--- src/rtl/tpt_pkg.sv ---
// tpt_pkg: shared widths, register indexes, reset values and the
// command/status structs between the touch pen tracker controller and datapath.
// No dependencies.
package tpt_pkg;

	localparam int SAMPLE_W   = 12;
	localparam int PRESS_W    = 15;
	localparam int COUNT_W    = 4;
	localparam int PROD_W     = 2 * SAMPLE_W;
	localparam int DIV_STEPS  = PROD_W;
	localparam int STEP_W     = $clog2(DIV_STEPS);
	localparam int CFG_IDX_W  = 2;
	localparam int CFG_DATA_W = PRESS_W;

	localparam logic [CFG_IDX_W-1:0] REG_REPORT_ENABLE  = 2'd0;
	localparam logic [CFG_IDX_W-1:0] REG_PRESSURE_LIMIT = 2'd1;
	localparam logic [CFG_IDX_W-1:0] REG_RELEASE_POLLS  = 2'd2;

	localparam logic               RST_REPORT_ENABLE  = 1'b1;
	localparam logic [PRESS_W-1:0] RST_PRESSURE_LIMIT = 15'd15000;
	localparam logic [COUNT_W-1:0] RST_RELEASE_POLLS  = 4'd2;
	localparam logic [COUNT_W-1:0] COUNT_TOP          = 4'd15;

	localparam logic [STEP_W-1:0] LAST_STEP = STEP_W'(DIV_STEPS - 1);

	typedef struct packed {
		logic load;     // latch the poll transaction
		logic mul;      // register the product, clear the remainder
		logic div_step; // one restoring divide step
		logic commit;   // update pen state, load the result register
	} tpt_cmd_t;

	typedef struct packed {
		logic needs_div; // live poll inputs give a candidate sample
	} tpt_status_t;

endpackage

--- src/rtl/touch_pen_tracker.sv ---
// touch_pen_tracker: resistive touchscreen pen state and pressure tracking.
// Top level; instantiates tpt_ctrl and tpt_datapath, uses tpt_pkg.
//
//   channel  handshake                 payload
//   poll     poll_valid / poll_stall   pen_touching, sample_x/y/z1/z2
//   result   result_valid / result_stall report_*, poll_again, edge_irq_armed
//   config   cfg_we                    cfg_index, cfg_data
//
// A touching poll with a candidate sample runs one multiply, then 24 restoring
// divide steps on the one-bit-a-cycle divider, then one commit. Other polls go
// straight to commit. A finished result waits in the output register; the next
// poll is accepted meanwhile and holds in commit until it is taken. Reset is
// asynchronous, active low, and resets config, pen state and FSM registers.
module touch_pen_tracker (
	input  logic                             clk,
	input  logic                             arst_n,
	input  logic                             cfg_we,
	input  logic [tpt_pkg::CFG_IDX_W-1:0]    cfg_index,
	input  logic [tpt_pkg::CFG_DATA_W-1:0]   cfg_data,
	input  logic                             poll_valid,
	output logic                             poll_stall,
	input  logic                             pen_touching,
	input  logic [tpt_pkg::SAMPLE_W-1:0]     sample_x,
	input  logic [tpt_pkg::SAMPLE_W-1:0]     sample_y,
	input  logic [tpt_pkg::SAMPLE_W-1:0]     sample_z1,
	input  logic [tpt_pkg::SAMPLE_W-1:0]     sample_z2,
	output logic                             result_valid,
	input  logic                             result_stall,
	output logic                             report_valid,
	output logic [tpt_pkg::SAMPLE_W-1:0]     report_x,
	output logic [tpt_pkg::SAMPLE_W-1:0]     report_y,
	output logic [tpt_pkg::PRESS_W-1:0]      report_pressure,
	output logic                             report_touch,
	output logic                             poll_again,
	output logic                             edge_irq_armed
);
	import tpt_pkg::*;

	tpt_cmd_t    cmd;
	tpt_status_t status;

	tpt_ctrl u_ctrl (
		.clk          (clk),
		.arst_n       (arst_n),
		.poll_valid   (poll_valid),
		.poll_stall   (poll_stall),
		.result_valid (result_valid),
		.result_stall (result_stall),
		.status       (status),
		.cmd          (cmd)
	);

	tpt_datapath u_dp (
		.clk             (clk),
		.arst_n          (arst_n),
		.cmd             (cmd),
		.status          (status),
		.cfg_we          (cfg_we),
		.cfg_index       (cfg_index),
		.cfg_data        (cfg_data),
		.pen_touching    (pen_touching),
		.sample_x        (sample_x),
		.sample_y        (sample_y),
		.sample_z1       (sample_z1),
		.sample_z2       (sample_z2),
		.report_valid    (report_valid),
		.report_x        (report_x),
		.report_y        (report_y),
		.report_pressure (report_pressure),
		.report_touch    (report_touch),
		.poll_again      (poll_again),
		.edge_irq_armed  (edge_irq_armed)
	);

endmodule

--- src/rtl/tpt_ctrl.sv ---
// tpt_ctrl: sequencing state machine of the touch pen tracker.
// Depends on tpt_pkg. Drives commands to tpt_datapath and owns both handshakes.
module tpt_ctrl (
	input  logic                clk,
	input  logic                arst_n,
	input  logic                poll_valid,
	output logic                poll_stall,
	output logic                result_valid,
	input  logic                result_stall,
	input  tpt_pkg::tpt_status_t status,
	output tpt_pkg::tpt_cmd_t    cmd
);
	import tpt_pkg::*;

	typedef enum logic [1:0] {ST_IDLE, ST_MUL, ST_DIV, ST_DONE} state_t;

	state_t              state_q;
	logic [STEP_W-1:0]   step_q;
	logic                result_valid_q;
	logic                accept;
	logic                out_free;

	assign poll_stall   = (state_q != ST_IDLE);
	assign accept       = poll_valid && (state_q == ST_IDLE);
	assign out_free     = !result_valid_q || !result_stall;
	assign result_valid = result_valid_q;

	always_comb begin
		cmd          = '0;
		cmd.load     = accept;
		cmd.mul      = (state_q == ST_MUL);
		cmd.div_step = (state_q == ST_DIV);
		cmd.commit   = (state_q == ST_DONE) && out_free;
	end

	always_ff @(posedge clk or negedge arst_n) begin
		if (!arst_n) begin
			state_q        <= ST_IDLE;
			step_q         <= '0;
			result_valid_q <= 1'b0;
		end else begin
			if (cmd.commit) begin
				result_valid_q <= 1'b1;
			end else if (!result_stall) begin
				result_valid_q <= 1'b0;
			end
			unique case (state_q)
				ST_IDLE: begin
					if (accept) begin
						state_q <= status.needs_div ? ST_MUL : ST_DONE;
					end
				end
				ST_MUL: begin
					step_q  <= '0;
					state_q <= ST_DIV;
				end
				ST_DIV: begin
					step_q <= step_q + 1'b1;
					if (step_q == LAST_STEP) begin
						state_q <= ST_DONE;
					end
				end
				ST_DONE: begin
					if (out_free) begin
						state_q <= ST_IDLE;
					end
				end
				default: state_q <= ST_IDLE;
			endcase
		end
	end

	a_busy_stalls: assert property (@(posedge clk) disable iff (!arst_n)
		(state_q != ST_IDLE) |-> poll_stall)
		else $error("poll accepted while busy");
	a_div_ends: assert property (@(posedge clk) disable iff (!arst_n)
		(state_q == ST_DIV && step_q == LAST_STEP) |=> (state_q == ST_DONE))
		else $error("divide did not finish after last step");
	a_skip_div: assert property (@(posedge clk) disable iff (!arst_n)
		(accept && !status.needs_div) |=> (state_q == ST_DONE))
		else $error("rejected sample did not go straight to done");
	a_commit_shows: assert property (@(posedge clk) disable iff (!arst_n)
		cmd.commit |=> (result_valid_q && state_q == ST_IDLE))
		else $error("commit did not present a result");

endmodule

--- src/rtl/tpt_datapath.sv ---
// tpt_datapath: config registers, poll latch, multiplier, restoring divider,
// pen state and result register. Depends on tpt_pkg; driven by tpt_ctrl.
module tpt_datapath (
	input  logic                                clk,
	input  logic                                arst_n,
	input  tpt_pkg::tpt_cmd_t                   cmd,
	output tpt_pkg::tpt_status_t                status,
	input  logic                                cfg_we,
	input  logic [tpt_pkg::CFG_IDX_W-1:0]       cfg_index,
	input  logic [tpt_pkg::CFG_DATA_W-1:0]      cfg_data,
	input  logic                                pen_touching,
	input  logic [tpt_pkg::SAMPLE_W-1:0]        sample_x,
	input  logic [tpt_pkg::SAMPLE_W-1:0]        sample_y,
	input  logic [tpt_pkg::SAMPLE_W-1:0]        sample_z1,
	input  logic [tpt_pkg::SAMPLE_W-1:0]        sample_z2,
	output logic                                report_valid,
	output logic [tpt_pkg::SAMPLE_W-1:0]        report_x,
	output logic [tpt_pkg::SAMPLE_W-1:0]        report_y,
	output logic [tpt_pkg::PRESS_W-1:0]         report_pressure,
	output logic                                report_touch,
	output logic                                poll_again,
	output logic                                edge_irq_armed
);
	import tpt_pkg::*;

	logic                report_enable_q;
	logic [PRESS_W-1:0]  pressure_limit_q;
	logic [COUNT_W-1:0]  release_polls_q;

	logic                touch_q;
	logic                ok_q;
	logic [SAMPLE_W-1:0] x_q, y_q, z1_q, z2_q;

	logic [SAMPLE_W-1:0] rem_q;
	logic [PROD_W-1:0]   quo_q;
	logic [SAMPLE_W:0]   trial;
	logic                fits;

	logic [COUNT_W-1:0]  pen_count_q;
	logic [SAMPLE_W-1:0] held_x_q, held_y_q;
	logic [PRESS_W-1:0]  held_pressure_q;

	logic [COUNT_W-1:0]  pen_next;
	logic [SAMPLE_W-1:0] hx_next, hy_next;
	logic [PRESS_W-1:0]  hp_next;
	logic                emit, again, armed, too_high;

	assign status.needs_div = pen_touching && (sample_x != '0) && (sample_y != '0)
		&& (sample_z1 != '0) && (sample_z2 >= sample_z1);

	always_ff @(posedge clk or negedge arst_n) begin
		if (!arst_n) begin
			report_enable_q  <= RST_REPORT_ENABLE;
			pressure_limit_q <= RST_PRESSURE_LIMIT;
			release_polls_q  <= RST_RELEASE_POLLS;
		end else if (cfg_we) begin
			unique case (cfg_index)
				REG_REPORT_ENABLE:  report_enable_q  <= cfg_data[0];
				REG_PRESSURE_LIMIT: pressure_limit_q <= cfg_data;
				REG_RELEASE_POLLS:  release_polls_q  <= cfg_data[COUNT_W-1:0];
				default: ;
			endcase
		end
	end

	always_ff @(posedge clk) begin
		if (cmd.load) begin
			touch_q <= pen_touching;
			ok_q    <= status.needs_div;
			x_q     <= sample_x;
			y_q     <= sample_y;
			z1_q    <= sample_z1;
			z2_q    <= sample_z2;
		end
	end

	// restoring divide, dividend shifts out of quo_q as quotient bits shift in
	assign trial = {rem_q, quo_q[PROD_W-1]};
	assign fits  = (trial >= {1'b0, z1_q});

	always_ff @(posedge clk) begin
		if (cmd.mul) begin
			quo_q <= PROD_W'(x_q) * PROD_W'(z2_q - z1_q);
			rem_q <= '0;
		end else if (cmd.div_step) begin
			rem_q <= fits ? SAMPLE_W'(trial - {1'b0, z1_q}) : trial[SAMPLE_W-1:0];
			quo_q <= {quo_q[PROD_W-2:0], fits};
		end
	end

	assign too_high = (quo_q[PROD_W-1:PRESS_W] != '0) || (quo_q[PRESS_W-1:0] >= pressure_limit_q);

	always_comb begin
		pen_next = pen_count_q;
		hx_next  = held_x_q;
		hy_next  = held_y_q;
		hp_next  = held_pressure_q;
		emit     = 1'b0;
		again    = 1'b0;
		armed    = 1'b0;
		if (touch_q) begin
			again = 1'b1;
			if (!ok_q || too_high) begin
				hp_next = '0;
			end else begin
				hx_next  = x_q;
				hy_next  = y_q;
				hp_next  = quo_q[PRESS_W-1:0];
				pen_next = COUNT_W'(1);
				emit     = report_enable_q;
			end
		end else if (pen_count_q != '0 && pen_count_q <= release_polls_q
				&& pen_count_q != COUNT_TOP) begin
			pen_next = pen_count_q + 1'b1;
			again    = 1'b1;
		end else begin
			if (pen_count_q != '0) begin
				hp_next = '0;
				emit    = report_enable_q;
			end
			armed    = 1'b1;
			pen_next = '0;
		end
	end

	always_ff @(posedge clk or negedge arst_n) begin
		if (!arst_n) begin
			pen_count_q     <= '0;
			held_x_q        <= '0;
			held_y_q        <= '0;
			held_pressure_q <= '0;
		end else if (cmd.commit) begin
			pen_count_q     <= pen_next;
			held_x_q        <= hx_next;
			held_y_q        <= hy_next;
			held_pressure_q <= hp_next;
		end
	end

	always_ff @(posedge clk) begin
		if (cmd.commit) begin
			report_valid    <= emit;
			report_x        <= emit ? hx_next : '0;
			report_y        <= emit ? hy_next : '0;
			report_pressure <= emit ? hp_next : '0;
			report_touch    <= emit;
			poll_again      <= again;
			edge_irq_armed  <= armed;
		end
	end

endmodule
--- config.mk ---
export PLATFORM = sky130hd
export DESIGN_NAME = touch_pen_tracker
export DESIGN_NICKNAME = d
export VERILOG_FILES = /design/src/rtl/tpt_pkg.sv /design/src/rtl/touch_pen_tracker.sv /design/src/rtl/tpt_ctrl.sv /design/src/rtl/tpt_datapath.sv
export SDC_FILE = /design/constraint.sdc
export NUM_CORES = 1
export LEC_CHECK = 0
export BUFFER_PORTS_ARGS = -buffer_cell sky130_fd_sc_hd__buf_4
export CORE_ASPECT_RATIO = 0.75
export CORE_MARGIN = 2
export CORE_UTILIZATION = 41
export DETAILED_ROUTE_END_ITERATION = 16
export GPL_TIMING_DRIVEN = 0
export PLACE_DENSITY = 0.55
export SLEW_MARGIN = 5
export SYNTH_ARGS = -nofsm -noshare
export SYNTH_HDL_FRONTEND = slang
export SYNTH_SLANG_ARGS = --single-unit
export TNS_END_PERCENT = 100
--- constraint.sdc ---
create_clock -name clk -period 19.9 [get_ports clk]
set_clock_uncertainty 0.2 [all_clocks]
set_input_delay 2.985 -clock clk [delete_from_list [all_inputs] [get_ports clk]]
set_output_delay 2.985 -clock clk [all_outputs]
set_load 0.05 [all_outputs]
==> out/metrics.cfg <==
[yosys]
syn_avg_cell_area_sq_um=10.6
synth_top_family_by_area=adder cells
async_flop_share_pct=30.4
ys_types=65
netlist_instances=1401
netlist_top_cells_area=edfxtp_1 (23%), fa_1 (20%), ha_1 (8.8%)
yosysTopAreaCell=edfxtp_1
ys_seq_area_share_pct=34.6
synth_simple_gate_area_share_pct=12.6
synth_compound_area_share_pct=8.74
synth.mux.area_fraction_pct=5.75
synth_ff_type=edfxtp_1
synth_nets=1721
yosysWarningCount=0
synthXorXnorAreaFrac_pct=2.07
synth_fa_ha_area_share_pct=28.3
synth_edf_count=116
synth.cell_area_sq_um=14800
synth-seq-cells=184
synth_top_area_share_pct=23.5

[cells_and_area]
multiInputGateArea_sq_um=8530
stdcell_count=2015
nets=1857
drive_above_1_share_pct=13.4
n_antenna_cell=0
fill_cells=3375
layout_commonest_cell=inv_1
syn2layout_area_growth_pct=13.8
regArea_sq_um=5140
layout_common_cells=inv_1 (252), fa_1 (145), nand2_1 (123)

[worst_setup_path]
path_buf_inv=4
critical-path-top-delay-family=adder cells
cp-start-kind=flop
cp_common_cell=fa_1
path_class=reg -> reg
max_stage_delay_ns=0.55
crit_fanout=10
end_kind=flop
arrival_ns=8.18
critPathSlowestCell=fa_1
worst-endpoint-required_ns=19.90

[clocking]
cts_max_level=4
ctsResizeCount=0
clockBufferDepth=2
cts_tree=done
cts_hold_buf=0
clkTransAtPathRegs_ns=0.07
cts_root_buffer=clkbuf_16
clock_sinks=184
post_cts_buffers=0
cts-buffers-inserted=17
clk_latency_ns=0.45

[timing]
rsz0062_at_grt=no
relSlewSlack_pct=21.5
maxSlewViolCount=0
tightest_slew_ns=1.18
fin_setup_tns_ns=0
setup_viol=0
fin_crit_ns=8.19
fmax_mhz=122
final-hold-violation-count=0
timing.final.crit_share_pct=41.1

[global_routing]
grt_max_degree=57
grt_pass1_wl_microns=57100
grt.total_usage_pct=19.7
grt_overflow_total=0
grt_pass1_vias=10200
antenna_found_initial=2

[floorplanning]
start_util_pct=41.5
dieArea_sq_um=37700
die_x_microns=224
die_y_microns=169
core_sq_um=35700
ioPinCount=116
rows=60

[placement]
dp_hpwl_microns=29400
dp.cells=1983
port_buffers=115
gp_congestion=0.863

[detailed_routing]
num_vias=10100
wl_per_cell_microns=17.9
first_pass_iters=5
drt_iter0_markers=616
drc=0
via_per_inst=5.00
wl_microns=36100
ant_nets=0

[min_path]
hold_path_class=reg -> reg

[job]
drv_cap=0

[status]
status=finished, final reports clean

==> worst min-delay path, delay by kind of cell, from the launching register on <==
family / cells / cell delay (ns)
AOI/OAI and AO/OA: 1 / 0.06
DFF: 1 / 0.32
and+or+nand+nor: 1 / 0.07
==> routing by layer <==
layer  track usage, %  part of all wire (%)  up-vias  wire length, microns
li1                 -                     -     4897                     -
met1             30.1                    51     4929                 18600
met2             29.1                    42      220                 15300
met3             3.52                   4.9       26                  1760
met4             4.58                   1.4        0                   502
met5                0                     0        -                     0
==> final timing paths <==
check | startpoint | endpoint | slack [ns] | cells past startpoint
min in group asynchronous | arst_n | u_dp.pressure_limit_q[8]$_DFFE_PN0P_ | 2.40 | 1
max | u_dp.z1_q[0]$_DFFE_PP_ | u_dp.quo_q[23]$_DFFE_PP_ | 11.71 | 26
max in group asynchronous | arst_n | u_dp.held_y_q[5]$_DFFE_PN0P_ | 16.55 | 1
min | u_dp.rem_q[11]$_SDFFE_PN0P_ | u_dp.rem_q[11]$_SDFFE_PN0P_ | 0.29 | 2
min reg2reg | u_dp.rem_q[11]$_SDFFE_PN0P_ | u_dp.rem_q[11]$_SDFFE_PN0P_ | 0.29 | 2
max reg2reg | u_dp.z1_q[0]$_DFFE_PP_ | u_dp.quo_q[23]$_DFFE_PP_ | 11.71 | 26
==> synthesized netlist by cell type, types with 7 or more instances <==
master    count
xnor2_1      30
dfrtp_1      47
o21ai_1      10
nand2b_1     31
a22o_1       24
fa_1        145
a211oi_1     17
nor3_1       13
mux2_1       32
a21o_1       16
mux2_2       34
nand2_1     123
edfxtp_1    116
ha_1        104
mux2i_1      11
nor4_1       14
nand3_1      19
o21a_1       12
clkbuf_1     43
nor2_1       41
nor2b_1      27
dfxtp_1      12
dfstp_2       9
a21oi_1      31
o21ai_0      26
and3_1        7
inv_1       253
or3_1         7
o211ai_1      8
nand4_1       8
and2_1       60
==> cell families after synthesis <==
| family | after synthesis |
|---|---|
| AND/OR/NAND/NOR | 366 |
| buffers and inverters | 306 |
| adder cells (fa/ha/maj) | 249 |
| AO/OA/AOI/OAI | 184 |
| multiplexers | 77 |
| flip-flops | 184 |
| XOR/XNOR | 35 |
==> cell type report <==
type	instances	area share, %
Multi-Input combinational cell	911	50.5
Buffer	51	1.29
Clock inverter	15	0.830
Tap cell	465	3.44
Clock buffer	17	2.52
Timing Repair Buffer	117	5.35
Inverter	255	5.67
Sequential cell	184	30.4
==> stage by stage <==
| step | setup slack, ns | utilization, % | instance area [sq um] | hold WS [ns] |
|---|---|---|---|---|
| 2_1_floorplan | 12.53 | - | 14800 | 0.251 |
| 3_3_place_gp | 11.84 | 45.6 | 16300 | 0.261 |
| 3_5_place_dp | 11.75 | 45.7 | 16300 | 0.272 |
| 4_1_cts | 11.74 | 47.3 | 16900 | 0.283 |
| 5_1_grt | 11.18 | 47.3 | 16900 | 0.298 |
| 6_report | 11.71 | 47.3 | 16900 | 0.286 |
==> registers in the layout, indices dropped and copies added, names as in the netlist, 12 cells and up <==
signal,cells
u_dp.pressure_limit_q,15
u_dp.z1_q,12
u_dp.y_q,12
u_dp.report_x,12
u_dp.report_pressure,15
u_dp.quo_q,24
u_dp.held_y_q,12
u_dp.report_y,12
u_dp.rem_q,12
u_dp.held_x_q,12
u_dp.z2_q,12
u_dp.x_q,12
Power is left out: the tool's default activity adds up to more than one toggle a clock period on the data nets, which glitch-free logic cannot reach.
